==> config.mk <==
export PLATFORM = sky130hd
export DESIGN_NAME = dirty_cell_ansi_renderer
export DESIGN_NICKNAME = d
export VERILOG_FILES = /design/src/rtl/dcar_pkg.sv /design/src/rtl/dcar_fifo.sv /design/src/rtl/dcar_front.sv /design/src/rtl/dcar_back.sv /design/src/rtl/dirty_cell_ansi_renderer.sv
export SDC_FILE = /design/constraint.sdc
export NUM_CORES = 1
export LEC_CHECK = 0
export ABC_AREA = 1
export BUFFER_PORTS_ARGS = -buffer_cell sky130_fd_sc_hd__buf_2
export CAP_MARGIN = 20
export CORE_MARGIN = 4
export CORE_UTILIZATION = 40
export CTS_CLUSTER_SIZE = 20
export DETAILED_ROUTE_END_ITERATION = 8
export PLACE_DENSITY = 0.64
export SYNTH_ARGS = -nofsm -noshare
export SYNTH_HDL_FRONTEND = slang
export SYNTH_SLANG_ARGS = --single-unit
==> constraint.sdc <==
create_clock -name aclk -period 17.59 [get_ports aclk]
set_clock_uncertainty 0.05 [all_clocks]
set_input_delay 0.8795 -clock aclk [delete_from_list [all_inputs] [get_ports aclk]]
set_output_delay 0.8795 -clock aclk [all_outputs]
set_load 0.005 [all_outputs]
==> src/rtl/dcar_pkg.sv <==
// Shared types and constants of the dirty-cell ANSI renderer.
`timescale 1ns / 1ps
package dcar_pkg;

    // Job queue between front and back
    localparam int QDEPTH = 4;
    localparam int QPTR_W = $clog2(QDEPTH);

    // Configuration register indexes
    localparam int CFG_IDX_W = 3;
    localparam int CFG_DATA_W = 11;
    localparam logic [CFG_IDX_W-1:0] CFG_FRAME_WIDTH  = 3'd0;
    localparam logic [CFG_IDX_W-1:0] CFG_FRAME_HEIGHT = 3'd1;
    localparam logic [CFG_IDX_W-1:0] CFG_CURSOR_COL   = 3'd2;
    localparam logic [CFG_IDX_W-1:0] CFG_CURSOR_ROW   = 3'd3;
    localparam logic [CFG_IDX_W-1:0] CFG_CURSOR_SHOWN = 3'd4;

    // Bytes of the escape sequences
    localparam logic [7:0] CH_ESC    = 8'h1B;
    localparam logic [7:0] CH_LBRACK = 8'h5B;
    localparam logic [7:0] CH_SEMI   = 8'h3B;
    localparam logic [7:0] CH_QMARK  = 8'h3F;
    localparam logic [7:0] CH_ZERO   = 8'h30;
    localparam logic [7:0] CH_TWO    = 8'h32;
    localparam logic [7:0] CH_THREE  = 8'h33;
    localparam logic [7:0] CH_FOUR   = 8'h34;
    localparam logic [7:0] CH_FIVE   = 8'h35;
    localparam logic [7:0] CH_EIGHT  = 8'h38;
    localparam logic [7:0] CH_UP_H   = 8'h48;
    localparam logic [7:0] CH_LO_H   = 8'h68;
    localparam logic [7:0] CH_LO_L   = 8'h6C;
    localparam logic [7:0] CH_LO_M   = 8'h6D;

    // One unit of work for the byte generator
    typedef struct packed {
        logic        fe;        // frame end
        logic        show;      // frame end: restore and show cursor
        logic        pos;       // emit cursor position
        logic        fg_on;     // emit foreground escape
        logic        bg_on;     // emit background escape
        logic [15:0] row_bcd;   // 1-based row, 4 BCD digits
        logic [15:0] col_bcd;   // 1-based column, 4 BCD digits
        logic [23:0] fg;
        logic [23:0] bg;
        logic [2:0]  ulen;      // character bytes, 1..4
        logic [31:0] ubytes;    // first byte in the top lane
    } job_t;

endpackage

==> src/rtl/dcar_fifo.sv <==
// Short job queue between the classifier and the byte generator.
`timescale 1ns / 1ps
module dcar_fifo (
    input  logic          aclk,
    input  logic          aresetn,
    input  logic          push,
    input  dcar_pkg::job_t push_data,
    output logic          full,
    input  logic          pop,
    output dcar_pkg::job_t head,
    output logic          empty
);
    import dcar_pkg::*;

    job_t              mem_reg [QDEPTH];
    logic [QPTR_W-1:0] wr_reg, rd_reg;
    logic [QPTR_W:0]   cnt_reg;

    assign full  = (cnt_reg == (QPTR_W+1)'(QDEPTH));
    assign empty = (cnt_reg == '0);
    assign head  = mem_reg[rd_reg];

    always_ff @(posedge aclk) begin
        if (push) begin
            mem_reg[wr_reg] <= push_data;
        end
    end

    always_ff @(posedge aclk) begin
        if (!aresetn) begin
            wr_reg  <= '0;
            rd_reg  <= '0;
            cnt_reg <= '0;
        end else begin
            if (push) begin
                wr_reg <= QPTR_W'(wr_reg + 1'b1);
            end
            if (pop) begin
                rd_reg <= QPTR_W'(rd_reg + 1'b1);
            end
            if (push && !pop) begin
                cnt_reg <= cnt_reg + 1'b1;
            end else if (pop && !push) begin
                cnt_reg <= cnt_reg - 1'b1;
            end
        end
    end

endmodule

==> src/rtl/dcar_front.sv <==
// Front end: accepts cells, tracks position and terminal state, queues jobs.
`timescale 1ns / 1ps
module dcar_front #(
    parameter int MAX_DIM = 1024,
    parameter int DIM_W   = 11
) (
    input  logic           aclk,
    input  logic           aresetn,
    input  logic           s_valid,
    output logic           s_ready,
    input  logic           s_op,
    input  logic [31:0]    s_new_char,
    input  logic [23:0]    s_new_fg,
    input  logic [23:0]    s_new_bg,
    input  logic [31:0]    s_old_char,
    input  logic [23:0]    s_old_fg,
    input  logic [23:0]    s_old_bg,
    input  logic [10:0]    frame_width,
    input  logic [10:0]    frame_height,
    input  logic [9:0]     cursor_col,
    input  logic [9:0]     cursor_row,
    input  logic           cursor_shown,
    input  logic           q_full,
    output logic           push,
    output dcar_pkg::job_t job
);
    import dcar_pkg::*;

    localparam logic [31:0] CP_1B = 32'h0000_007F;
    localparam logic [31:0] CP_2B = 32'h0000_07FF;
    localparam logic [31:0] CP_3B = 32'h0000_FFFF;
    localparam logic [31:0] CP_MAX = 32'h0010_FFFF;

    function automatic logic [DIM_W-1:0] clamp_dim(input logic [10:0] v);
        if (v == '0) begin
            return DIM_W'(1);
        end
        if (32'(v) > 32'(MAX_DIM)) begin
            return DIM_W'(MAX_DIM);
        end
        return DIM_W'(v);
    endfunction

    function automatic logic [15:0] bcd_inc(input logic [15:0] v);
        logic [15:0] r;
        logic        c;
        r = v;
        c = 1'b1;
        for (int i = 0; i < 4; i++) begin
            if (c) begin
                if (r[4*i +: 4] == 4'd9) begin
                    r[4*i +: 4] = 4'd0;
                end else begin
                    r[4*i +: 4] = r[4*i +: 4] + 4'd1;
                    c = 1'b0;
                end
            end
        end
        return r;
    endfunction

    // Values up to 1024; reciprocal multiplies stand in for the divides
    function automatic logic [15:0] bin_to_bcd(input logic [10:0] v);
        logic        th;
        logic [9:0]  r;
        logic [15:0] p;
        logic [3:0]  h;
        logic [6:0]  r2;
        logic [14:0] q;
        logic [3:0]  t;
        logic [3:0]  o;
        th = (v >= 11'd1000);
        r  = th ? 10'(v - 11'd1000) : v[9:0];
        p  = 16'(r) * 16'd41;
        h  = p[15:12];
        r2 = 7'(r - 10'(h) * 10'd100);
        q  = 15'(r2) * 15'd205;
        t  = q[14:11];
        o  = 4'(r2 - 7'(t) * 7'd10);
        return {3'b000, th, h, t, o};
    endfunction

    logic [DIM_W-1:0] col_reg, row_reg, term_col_reg, term_row_reg;
    logic             term_known_reg, first_reg;
    logic [23:0]      sent_fg_reg, sent_bg_reg;
    logic [15:0]      col_bcd_reg, row_bcd_reg;

    logic [DIM_W-1:0] w, h;
    logic             accept, past, changed, pos_need, wrap;
    logic [2:0]       ulen;
    logic [31:0]      ubytes;

    assign s_ready  = !q_full;
    assign accept   = s_valid && s_ready;
    assign w        = clamp_dim(frame_width);
    assign h        = clamp_dim(frame_height);
    assign past     = (row_reg >= h);
    assign changed  = (s_new_char != s_old_char) || (s_new_fg != s_old_fg)
                   || (s_new_bg != s_old_bg);
    assign pos_need = !term_known_reg || (term_col_reg != col_reg) || (term_row_reg != row_reg);
    assign wrap     = (({1'b0, col_reg} + 1'b1) >= {1'b0, w});
    assign push     = accept && (s_op || (!past && changed));

    always_comb begin
        if (s_new_char <= CP_1B) begin
            ulen   = 3'd1;
            ubytes = {s_new_char[7:0], 24'h0};
        end else if (s_new_char <= CP_2B) begin
            ulen   = 3'd2;
            ubytes = {3'b110, s_new_char[10:6], 2'b10, s_new_char[5:0], 16'h0};
        end else if (s_new_char <= CP_3B) begin
            ulen   = 3'd3;
            ubytes = {4'b1110, s_new_char[15:12], 2'b10, s_new_char[11:6],
                      2'b10, s_new_char[5:0], 8'h0};
        end else if (s_new_char <= CP_MAX) begin
            ulen   = 3'd4;
            ubytes = {5'b11110, s_new_char[20:18], 2'b10, s_new_char[17:12],
                      2'b10, s_new_char[11:6], 2'b10, s_new_char[5:0]};
        end else begin
            ulen   = 3'd1;
            ubytes = {CH_QMARK, 24'h0};
        end
    end

    always_comb begin
        job.fe      = s_op;
        job.show    = cursor_shown;
        job.pos     = s_op ? cursor_shown : pos_need;
        job.fg_on   = !s_op && (first_reg || (s_new_fg != sent_fg_reg));
        job.bg_on   = !s_op && (first_reg || (s_new_bg != sent_bg_reg));
        job.row_bcd = s_op ? bin_to_bcd(11'(cursor_row) + 11'd1) : row_bcd_reg;
        job.col_bcd = s_op ? bin_to_bcd(11'(cursor_col) + 11'd1) : col_bcd_reg;
        job.fg      = s_new_fg;
        job.bg      = s_new_bg;
        job.ulen    = ulen;
        job.ubytes  = ubytes;
    end

    always_ff @(posedge aclk) begin
        if (!aresetn) begin
            col_reg        <= '0;
            row_reg        <= '0;
            col_bcd_reg    <= 16'h0001;
            row_bcd_reg    <= 16'h0001;
            term_col_reg   <= '0;
            term_row_reg   <= '0;
            term_known_reg <= 1'b0;
            sent_fg_reg    <= '0;
            sent_bg_reg    <= '0;
            first_reg      <= 1'b1;
        end else if (accept) begin
            if (s_op) begin
                col_reg        <= '0;
                row_reg        <= '0;
                col_bcd_reg    <= 16'h0001;
                row_bcd_reg    <= 16'h0001;
                term_col_reg   <= '0;
                term_row_reg   <= '0;
                term_known_reg <= 1'b0;
                sent_fg_reg    <= '0;
                sent_bg_reg    <= '0;
                first_reg      <= 1'b1;
            end else if (!past) begin
                if (changed) begin
                    sent_fg_reg    <= s_new_fg;
                    sent_bg_reg    <= s_new_bg;
                    first_reg      <= 1'b0;
                    term_col_reg   <= DIM_W'(col_reg + 1'b1);
                    term_row_reg   <= row_reg;
                    term_known_reg <= 1'b1;
                end
                if (wrap) begin
                    col_reg     <= '0;
                    col_bcd_reg <= 16'h0001;
                    row_reg     <= DIM_W'(row_reg + 1'b1);
                    row_bcd_reg <= bcd_inc(row_bcd_reg);
                end else begin
                    col_reg     <= DIM_W'(col_reg + 1'b1);
                    col_bcd_reg <= bcd_inc(col_bcd_reg);
                end
            end
        end
    end

endmodule

==> src/rtl/dcar_back.sv <==
// Back end: turns queued jobs into the output byte stream, one byte per cycle while the output is not stalled.
`timescale 1ns / 1ps
module dcar_back (
    input  logic           aclk,
    input  logic           aresetn,
    input  logic           q_empty,
    input  dcar_pkg::job_t q_head,
    output logic           q_pop,
    output logic           m_valid,
    input  logic           m_ready,
    output logic [7:0]     m_out_byte,
    output logic           m_last_byte
);
    import dcar_pkg::*;

    typedef enum logic [6:0] {
        ST_IDLE     = 7'b0000001,
        ST_POS_LEAD = 7'b0000010,
        ST_POS_NUM  = 7'b0000100,
        ST_CLR_LEAD = 7'b0001000,
        ST_CLR_NUM  = 7'b0010000,
        ST_CHR      = 7'b0100000,
        ST_TAIL     = 7'b1000000
    } st_t;

    // 8-bit value to three BCD digits
    function automatic logic [11:0] dec3(input logic [7:0] v);
        logic [15:0] p;
        logic [3:0]  hd;
        logic [7:0]  r;
        logic [14:0] q;
        logic [3:0]  t;
        p  = 16'(v) * 16'd41;
        hd = p[15:12];
        r  = 8'(v - 8'(hd) * 8'd100);
        q  = 15'(r) * 15'd205;
        t  = q[14:11];
        return {hd, t, 4'(r - 8'(t) * 8'd10)};
    endfunction

    st_t        st_reg, st_next;
    job_t       job_reg, job_next;
    logic [2:0] sub_reg, sub_next;
    logic       sel_reg, sel_next;
    logic [1:0] comp_reg, comp_next;
    logic [1:0] dig_reg, dig_next;
    logic       started_reg, started_next;
    logic       term_reg, term_next;
    logic       m_valid_reg;
    logic [7:0] m_byte_reg;
    logic       m_last_reg;

    logic        go, last;
    logic [7:0]  byte_now;
    logic [23:0] cur_color;
    logic [7:0]  comp_byte;
    logic [15:0] num_bcd;
    logic [1:0]  msd, eff;
    logic [3:0]  digit;

    assign m_valid     = m_valid_reg;
    assign m_out_byte  = m_byte_reg;
    assign m_last_byte = m_last_reg;
    assign go          = !m_valid_reg || m_ready;

    assign cur_color = sel_reg ? job_reg.bg : job_reg.fg;

    always_comb begin
        case (comp_reg)
            2'd0:    comp_byte = cur_color[23:16];
            2'd1:    comp_byte = cur_color[15:8];
            default: comp_byte = cur_color[7:0];
        endcase
        if (st_reg == ST_POS_NUM) begin
            num_bcd = sel_reg ? job_reg.col_bcd : job_reg.row_bcd;
        end else begin
            num_bcd = {4'h0, dec3(comp_byte)};
        end
        if (num_bcd[15:12] != 4'h0) begin
            msd = 2'd3;
        end else if (num_bcd[11:8] != 4'h0) begin
            msd = 2'd2;
        end else if (num_bcd[7:4] != 4'h0) begin
            msd = 2'd1;
        end else begin
            msd = 2'd0;
        end
        eff   = started_reg ? dig_reg : msd;
        digit = num_bcd[4*eff +: 4];
    end

    always_comb begin
        st_next      = st_reg;
        job_next     = job_reg;
        sub_next     = sub_reg;
        sel_next     = sel_reg;
        comp_next    = comp_reg;
        dig_next     = dig_reg;
        started_next = started_reg;
        term_next    = term_reg;
        q_pop        = 1'b0;
        byte_now     = 8'h00;
        last         = 1'b0;

        case (st_reg)
            ST_IDLE: begin
                byte_now = 8'h00;
            end
            ST_POS_LEAD: begin
                byte_now = (sub_reg == 3'd0) ? CH_ESC : CH_LBRACK;
                if (go) begin
                    if (sub_reg == 3'd1) begin
                        st_next      = ST_POS_NUM;
                        sel_next     = 1'b0;
                        started_next = 1'b0;
                        term_next    = 1'b0;
                    end else begin
                        sub_next = sub_reg + 3'd1;
                    end
                end
            end
            ST_POS_NUM: begin
                if (term_reg) begin
                    byte_now = sel_reg ? CH_UP_H : CH_SEMI;
                    if (go) begin
                        started_next = 1'b0;
                        term_next    = 1'b0;
                        sub_next     = 3'd0;
                        if (!sel_reg) begin
                            sel_next = 1'b1;
                        end else if (job_reg.fe) begin
                            st_next = ST_TAIL;
                        end else if (job_reg.fg_on) begin
                            st_next  = ST_CLR_LEAD;
                            sel_next = 1'b0;
                        end else if (job_reg.bg_on) begin
                            st_next  = ST_CLR_LEAD;
                            sel_next = 1'b1;
                        end else begin
                            st_next = ST_CHR;
                        end
                    end
                end else begin
                    byte_now = CH_ZERO | {4'h0, digit};
                    if (go) begin
                        if (eff == 2'd0) begin
                            term_next = 1'b1;
                        end else begin
                            dig_next     = eff - 2'd1;
                            started_next = 1'b1;
                        end
                    end
                end
            end
            ST_CLR_LEAD: begin
                case (sub_reg)
                    3'd0:    byte_now = CH_ESC;
                    3'd1:    byte_now = CH_LBRACK;
                    3'd2:    byte_now = sel_reg ? CH_FOUR : CH_THREE;
                    3'd3:    byte_now = CH_EIGHT;
                    3'd4:    byte_now = CH_SEMI;
                    3'd5:    byte_now = CH_TWO;
                    default: byte_now = CH_SEMI;
                endcase
                if (go) begin
                    if (sub_reg == 3'd6) begin
                        st_next      = ST_CLR_NUM;
                        comp_next    = 2'd0;
                        started_next = 1'b0;
                        term_next    = 1'b0;
                    end else begin
                        sub_next = sub_reg + 3'd1;
                    end
                end
            end
            ST_CLR_NUM: begin
                if (term_reg) begin
                    byte_now = (comp_reg == 2'd2) ? CH_LO_M : CH_SEMI;
                    if (go) begin
                        started_next = 1'b0;
                        term_next    = 1'b0;
                        sub_next     = 3'd0;
                        if (comp_reg != 2'd2) begin
                            comp_next = comp_reg + 2'd1;
                        end else if (!sel_reg && job_reg.bg_on) begin
                            st_next  = ST_CLR_LEAD;
                            sel_next = 1'b1;
                        end else begin
                            st_next = ST_CHR;
                        end
                    end
                end else begin
                    byte_now = CH_ZERO | {4'h0, digit};
                    if (go) begin
                        if (eff == 2'd0) begin
                            term_next = 1'b1;
                        end else begin
                            dig_next     = eff - 2'd1;
                            started_next = 1'b1;
                        end
                    end
                end
            end
            ST_CHR: begin
                case (sub_reg)
                    3'd0:    byte_now = job_reg.ubytes[31:24];
                    3'd1:    byte_now = job_reg.ubytes[23:16];
                    3'd2:    byte_now = job_reg.ubytes[15:8];
                    default: byte_now = job_reg.ubytes[7:0];
                endcase
                last = ((sub_reg + 3'd1) == job_reg.ulen);
                if (go) begin
                    sub_next = sub_reg + 3'd1;
                end
            end
            ST_TAIL: begin
                case (sub_reg)
                    3'd0:    byte_now = CH_ESC;
                    3'd1:    byte_now = CH_LBRACK;
                    3'd2:    byte_now = CH_QMARK;
                    3'd3:    byte_now = CH_TWO;
                    3'd4:    byte_now = CH_FIVE;
                    default: byte_now = job_reg.show ? CH_LO_H : CH_LO_L;
                endcase
                last = (sub_reg == 3'd5);
                if (go) begin
                    sub_next = sub_reg + 3'd1;
                end
            end
            default: begin
                st_next = ST_IDLE;
            end
        endcase

        // Next job loads as the last byte leaves, so jobs run back to back
        if ((st_reg == ST_IDLE) || (go && last)) begin
            if (!q_empty) begin
                q_pop        = 1'b1;
                job_next     = q_head;
                sub_next     = 3'd0;
                comp_next    = 2'd0;
                dig_next     = 2'd0;
                started_next = 1'b0;
                term_next    = 1'b0;
                sel_next     = 1'b0;
                if (q_head.pos) begin
                    st_next = ST_POS_LEAD;
                end else if (q_head.fe) begin
                    st_next = ST_TAIL;
                end else if (q_head.fg_on) begin
                    st_next = ST_CLR_LEAD;
                end else if (q_head.bg_on) begin
                    st_next  = ST_CLR_LEAD;
                    sel_next = 1'b1;
                end else begin
                    st_next = ST_CHR;
                end
            end else begin
                st_next = ST_IDLE;
            end
        end
    end

    always_ff @(posedge aclk) begin
        job_reg     <= job_next;
        sub_reg     <= sub_next;
        sel_reg     <= sel_next;
        comp_reg    <= comp_next;
        dig_reg     <= dig_next;
        started_reg <= started_next;
        term_reg    <= term_next;
        if (go) begin
            m_byte_reg <= byte_now;
            m_last_reg <= last;
        end
    end

    always_ff @(posedge aclk) begin
        if (!aresetn) begin
            st_reg      <= ST_IDLE;
            m_valid_reg <= 1'b0;
        end else begin
            st_reg <= st_next;
            if (go) begin
                m_valid_reg <= (st_reg != ST_IDLE);
            end
        end
    end

endmodule

==> src/rtl/dirty_cell_ansi_renderer.sv <==
// Top level of the dirty-cell ANSI renderer.
`timescale 1ns / 1ps
// Screen cells come in raster order on the s_ channel; each changed cell becomes a run
// of terminal bytes on the m_ channel (cursor move when needed, truecolor escapes when
// the color differs from the last sent, then the character as UTF-8), and an end-of-frame
// item becomes a cursor restore-and-show or a hide sequence. Rate: unchanged cells and
// cells past the last row are taken one per cycle; a changed cell's bytes go out one per
// cycle through the single-byte output register while not stalled. A four-entry job queue
// sits between the classifier and the byte generator, and the byte generator holds one
// more job, so up to five changed or frame-end items can be taken while the output is
// stalled; once the queue is full the input stalls, unchanged cells included. The byte
// generator moves from one item's last byte to the next item's first byte with no gap.
// Configuration writes are accepted every cycle and take effect from the next item.
module dirty_cell_ansi_renderer #(
    parameter int MAX_DIM = 1024
) (
    input  logic                              aclk,
    input  logic                              aresetn,
    // configuration writes
    input  logic                              cfg_valid,
    output logic                              cfg_ready,
    input  logic [dcar_pkg::CFG_IDX_W-1:0]    cfg_index,
    input  logic [dcar_pkg::CFG_DATA_W-1:0]   cfg_data,
    // cell items
    input  logic                              s_valid,
    output logic                              s_ready,
    input  logic                              s_op,
    input  logic [31:0]                       s_new_char,
    input  logic [23:0]                       s_new_fg,
    input  logic [23:0]                       s_new_bg,
    input  logic [31:0]                       s_old_char,
    input  logic [23:0]                       s_old_fg,
    input  logic [23:0]                       s_old_bg,
    // output byte items
    output logic                              m_valid,
    input  logic                              m_ready,
    output logic [7:0]                        m_out_byte,
    output logic                              m_last_byte
);
    import dcar_pkg::*;

    // counters must reach MAX_DIM itself
    localparam int DIM_W = $clog2(MAX_DIM + 1);

    logic [10:0] frame_width_reg, frame_height_reg;
    logic [9:0]  cursor_col_reg, cursor_row_reg;
    logic        cursor_shown_reg;

    logic q_full, q_empty, q_push, q_pop;
    job_t push_job, head_job;

    assign cfg_ready = 1'b1;

    // register file; unknown indexes are dropped
    always_ff @(posedge aclk) begin
        if (!aresetn) begin
            frame_width_reg  <= 11'd80;
            frame_height_reg <= 11'd24;
            cursor_col_reg   <= '0;
            cursor_row_reg   <= '0;
            cursor_shown_reg <= 1'b1;
        end else if (cfg_valid && cfg_ready) begin
            case (cfg_index)
                CFG_FRAME_WIDTH:  frame_width_reg  <= cfg_data;
                CFG_FRAME_HEIGHT: frame_height_reg <= cfg_data;
                CFG_CURSOR_COL:   cursor_col_reg   <= cfg_data[9:0];
                CFG_CURSOR_ROW:   cursor_row_reg   <= cfg_data[9:0];
                CFG_CURSOR_SHOWN: cursor_shown_reg <= cfg_data[0];
                default: ;
            endcase
        end
    end

    // classify cells, track position and terminal state
    dcar_front #(
        .MAX_DIM (MAX_DIM),
        .DIM_W   (DIM_W)
    ) u_front (
        .aclk         (aclk),
        .aresetn      (aresetn),
        .s_valid      (s_valid),
        .s_ready      (s_ready),
        .s_op         (s_op),
        .s_new_char   (s_new_char),
        .s_new_fg     (s_new_fg),
        .s_new_bg     (s_new_bg),
        .s_old_char   (s_old_char),
        .s_old_fg     (s_old_fg),
        .s_old_bg     (s_old_bg),
        .frame_width  (frame_width_reg),
        .frame_height (frame_height_reg),
        .cursor_col   (cursor_col_reg),
        .cursor_row   (cursor_row_reg),
        .cursor_shown (cursor_shown_reg),
        .q_full       (q_full),
        .push         (q_push),
        .job          (push_job)
    );

    dcar_fifo u_fifo (
        .aclk      (aclk),
        .aresetn   (aresetn),
        .push      (q_push),
        .push_data (push_job),
        .full      (q_full),
        .pop       (q_pop),
        .head      (head_job),
        .empty     (q_empty)
    );

    // serialize jobs into bytes
    dcar_back u_back (
        .aclk        (aclk),
        .aresetn     (aresetn),
        .q_empty     (q_empty),
        .q_head      (head_job),
        .q_pop       (q_pop),
        .m_valid     (m_valid),
        .m_ready     (m_ready),
        .m_out_byte  (m_out_byte),
        .m_last_byte (m_last_byte)
    );

endmodule

Word level (Yosys, flattened, before mapping). Memory sizes are Yosys's and may differ from the RTL's. A register that Yosys moved wholly into a read port is not among the register bits. Index checks and enable logic that the tools add are counted. Widths: inputs -> output; s select.

Shift-type cells: 1. Reduce and logical (&&, ||, !) cells: 64. Equality and inequality tests: 50. $mul: 12. Divide/modulo/power cells: 0. Bitwise logic cells: 1. Mux-type cells: 224. Add/sub/neg operators: 28. Magnitude comparators: 10.

Operators with widths (number): $mux 11 (20); $mux 24 (7); $mux 16 (10); $mux 7 (20); $mux 32 (4); $ne 24x24->1 (4); $mux 1 (95); $pmux 8 s5 (2); $mux 4 (14); $mux 3 (17); $pmux 8 s6 (1); $mux 2 (18); $pmux 7 s5 (1); $add 4x1->4 const B (8); $eq 4x4->1 const B (8); $le 32x11->1 const B (1); $le 32x16->1 const B (1); $le 32x21->1 const B (1); $le 32x7->1 const B (1); $mul 10x6->16 const B (2); $ne 32x32->1 (1); $mul 7x8->15 const B (2); $pmux 8 s3 (1); $add 10x1->11 const B (2); 64 further kinds (149).

Word-level logic and storage cells: 435. Input port bits: 180. Bits in latches: 0. Memories kept: 1. Memory bits (read-only): 0. Output and inout port bits: 12. Memory bits (writable): 480. Bits in registers: 322.

Memory list: u_fifo.mem_reg (words 4, bits a word 120, read ports 1, clocked after memory_dff 1, wr ports 1, line dcar_fifo.sv:15) `job_t mem_reg [QDEPTH];`.

Longest topological paths before layout.
Depth after elaboration: 27. Gate-level depth with buffers: 64. Depth with buffers taken out: 61.

Hierarchy. Synthesis repeated with hierarchy kept, for this count alone.

Cells, all modules: 4399. Area total of the unflattened synthesis: 42814.8 sq um.

Modules (own cells, without submodules): dcar_fifo (cells each 1218, times used 1, sequential area each 14594.0 sq um, area each 18393.9 sq um); dcar_front (cells each 2056, times used 1, sequential area each 2522.4 sq um, area each 14101.0 sq um); dcar_back (cells each 869, times used 1, sequential area each 4204.0 sq um, area each 8570.7 sq um); dirty_cell_ansi_renderer (cells each 256, times used 1, sequential area each 860.8 sq um, area each 1749.2 sq um).

Least setup slack after synthesis. OpenSTA, ideal clock, no wires.

Path kind: register to register. From: reg cursor_row_reg[0]. To: mem u_fifo.mem_reg[0][102] (netlist bit) (data pin). Required time: 17251 ps. Path buffers: 0. Slack: 7508 ps. Stages on the path, launching flop included: 58. Library setup time: 289 ps. Arrival time: 9743 ps. Period minus slack after synthesis: 10082 ps. Cells stage by stage: dfxtp_1 ha_1 nand2_1 nor2_1 xor2_1 inv_1 ha_1 inv_1 nand4_1 nor3_1 nand2_1 nand3_2 nand2_1 xor2_1 ha_1 inv_1 fa_1 inv_1 [... 22 more ...] inv_1 fa_1 inv_1 ha_1 a31oi_1 nor2_1 a2111oi_0 inv_1 nand2_1 nand2_1 inv_1 ha_1 inv_1 fa_1 xnor2_1 xor2_1 xnor2_1 o21ai_0.

RTL lines: from (decl) (line dirty_cell_ansi_renderer.sv:46) `logic [9:0] cursor_col_reg, cursor_row_reg;`; from (signal assigned) (line dirty_cell_ansi_renderer.sv:67) `CFG_CURSOR_ROW: cursor_row_reg <= cfg_data[9:0];`; to (decl) (line dcar_fifo.sv:15).

==> reports/qor.yml <==
fp.dieArea_mm2: 0.105
syn-instance-count: 3956
seq_area_frac_synth_pct: 54.1
drt-vias-per-instance: 5.23
worstMarginPinSlew_ns: 1.07
grtUsageTotal_pct: 17.8
synthesis.nets: 4447
grt_pass1_wl_um: 149000
yosys-top-cells-area: "edfxtp_1 44%, dfxtp_1 9.8%, ha_1 8.4%"
cts_htree_levels: 3
num_io_pins: 192
synth_top_area_share_pct: 44.3
postCtsHoldBufs: 0
grt_use_met1_pct: 25.0
ys_warn_count: 0
max_freq_mhz: 88.2
drt_iter0_drc: 2177
cts_resized: 0
die_h_um: 324
drv_cap: 0
fin_crit_ns: 11.34
cts_tree: "done"
synth_seq_cells: 784
diodes: 0
die_w_um: 324
grt_max_degree: 209
nNetsFinal: 4601
clock_latency_ns: 0.65
use_met2_pct: 29.4
syn_avg_cell_area_um2: 10.1
portBuffers: 190
grt_use_met3_pct: 2.52
synth_area_mm2: 0.0399
required_ns: 17.94
grt_antenna_before_repair: 1
crit_path_max_incr_delay_ns: 0.54
clock-root-buffer: "clkbuf_16"
dp_hpwl_um: 63400
hold_viol: 0
vias: 28600
gp_congestion: 0.873
std_cell_rows: 115
place_inst: 5312
numCtsBuffers: 83
synth_cell_types: 72
initial_utilization_pct: 40.4
core_mm2: 0.0987
status: "finished clean"
setup_violations: 0
post_cts_buffers: 0
critPathLaunchType: "register"
slew_viol_final: 0
layout-drive-gt1-share_pct: 11.0
max-clock-path-buffers: 3
synth-edff-count: 588
fin_crit_sh_pct: 64.4
area_delta_synth_final_pct: 12.7
min_path_type: "register to register"
path_clk_slew_ns: 0.06
pre_cts_ws_ns: 6.38
worstPathArrival_ns: 11.69
stdcell_count: 5464
cp_common_cell: "inv_1"
synth_top_area_cell: "edfxtp_1"
grt_pass1_vias: 27000
cp_slowest_cell: "dfxtp_1"
cts_sinks: 784
largest_register_ffs: 464
finalSetupTns_ns: 0
grt_overflow: 0
wl_per_cell_um: 17.4
crit_path_end_kind: "register"
rsz0062_at_grt: "false"
slew-limit-headroom_pct: 28.5
wirelength_um: 95000
drtAntennaViolNets: 0
top_usage_layer: "met2"
synth_ff_type: "edfxtp_1"
async_flop_share_pct: 0
worst_slack_ns: 6.25
drc: 0
worstSetupPathType: "register to register"
dr.pass1.iters: 5
crit_fanout: 8
## cell type report
| cell class | count | area, um2 |
|---|---|---|
| repair buffers | 218 | 1170 |
| flip-flops and latches | 784 | 21600 |
| clock buffers | 106 | 2260 |
| multi-input cells | 2631 | 16300 |
| inverters | 392 | 1480 |
| clock inverters | 46 | 564 |
| fillers | 9276 | 53700 |
| well taps | 1287 | 1610 |
## worst max-delay path: cells and delay by family, from the launching register on
family / cells / cell delay [ns]
adders and majority gates: 15 / 4.61
xor gates and xnor gates: 9 / 1.85
and+or+nand+nor: 16 / 1.73
AOI/OAI and AO/OA: 6 / 1.52
buffers and inverters: 11 / 0.81
DFF: 1 / 0.54
## final timing paths
check	depth (start not counted)	slack (ns)	from	end
worst min-delay path	2	0.42	u_front.sent_bg_reg[8]$_SDFFE_PN0P_	u_front.sent_bg_reg[8]$_SDFFE_PN0P_
worst max-delay path	57	6.25	cursor_row_reg[0]$_SDFFE_PN0P_	u_fifo.mem_reg[2][102]$_DFFE_PP_
worst max register to register	57	6.25	cursor_row_reg[0]$_SDFFE_PN0P_	u_fifo.mem_reg[2][102]$_DFFE_PP_
worst min register to register	2	0.42	u_front.sent_bg_reg[8]$_SDFFE_PN0P_	u_front.sent_bg_reg[8]$_SDFFE_PN0P_
## through the flow
stage	hold slack (ns)	instance area [um2]	util, %
after floorplan	0.393	39900	-
after global placement	0.402	42100	42.7
after detailed placement	0.409	42100	42.7
after CTS	0.396	45000	45.6
after global routing	0.411	45000	45.6
final	0.416	45000	45.6
## logic make-up (layout without fill, tap and decap cells)
logic type / count (synthesis) / count (layout) / synth area share (%)
DFF: 784 / 784 / 54.1
AOI/OAI and AO/OA: 836 / 836 / 11.8
buffers and inverters: 541 / 762 / 5.20
other: 1 / 1 / 0.00940
xor gates and xnor gates: 184 / 184 / 4.12
adders and majority gates: 311 / 311 / 10.5
and+or+nand+nor: 1299 / 1299 / 14.2
## placed cells by master (no fill, tap or decap), drive strengths merged, types with 4 or more instances in the layout
cell type  netlist  final
o221ai           4      4
o22ai          127    127
a31oi           20     20
o211ai           9      9
nor3b           13     13
clkinv           5     40
nor4            33     33
nor2           464    464
a41oi            5      5
nand4           45     45
a211oi          24     24
fa              42     42
a21oi          189    189
a2111oi          6      6
o32ai            4      4
nand3          116    116
edfxtp         588    588
inv            387    389
o31ai            9      9
or2             36     36
buf             12    218
o21bai          10     10
ha             269    269
o2111ai          5      5
dfxtp          196    196
bufinv           0      8
xor2           119    119
xnor2           65     65
nand2          549    549
o21ai          400    400
nor3            35     35
clkbuf         137    106
## cells in the mapped netlist, types with 4 or more instances
cell / count
o221ai_1: 4
nand2_1: 523
o31ai_1: 9
o21ai_1: 9
inv_2: 11
a2111oi_0: 6
a41oi_1: 5
fa_1: 42
nand3_1: 100
nor3b_1: 12
a21oi_1: 187
o32ai_1: 4
inv_1: 376
nor3_1: 33
o2111ai_1: 5
o21ai_0: 389
a211oi_1: 24
clkinv_1: 4
nand2_2: 19
xnor2_1: 63
nor4_1: 31
buf_1: 5
or2_1: 4
nor2_1: 458
ha_1: 269
clkbuf_1: 137
o22ai_1: 127
o211ai_1: 8
nand2_4: 7
o21bai_1: 10
xor2_1: 117
nand3_2: 15
a31oi_1: 20
edfxtp_1: 588
nand4_1: 45
dfxtp_1: 196
or2_2: 32
## layer usage
layer / up-vias / routed length (um)
li1: 14100 / -
met1: 13700 / 43600
met2: 671 / 44500
met3: 115 / 5060
met4: 2 / 1890
met5: - / 13
Power is not shown: default switching activity piles up to over one toggle a cycle in this logic, so the estimate is an artifact.
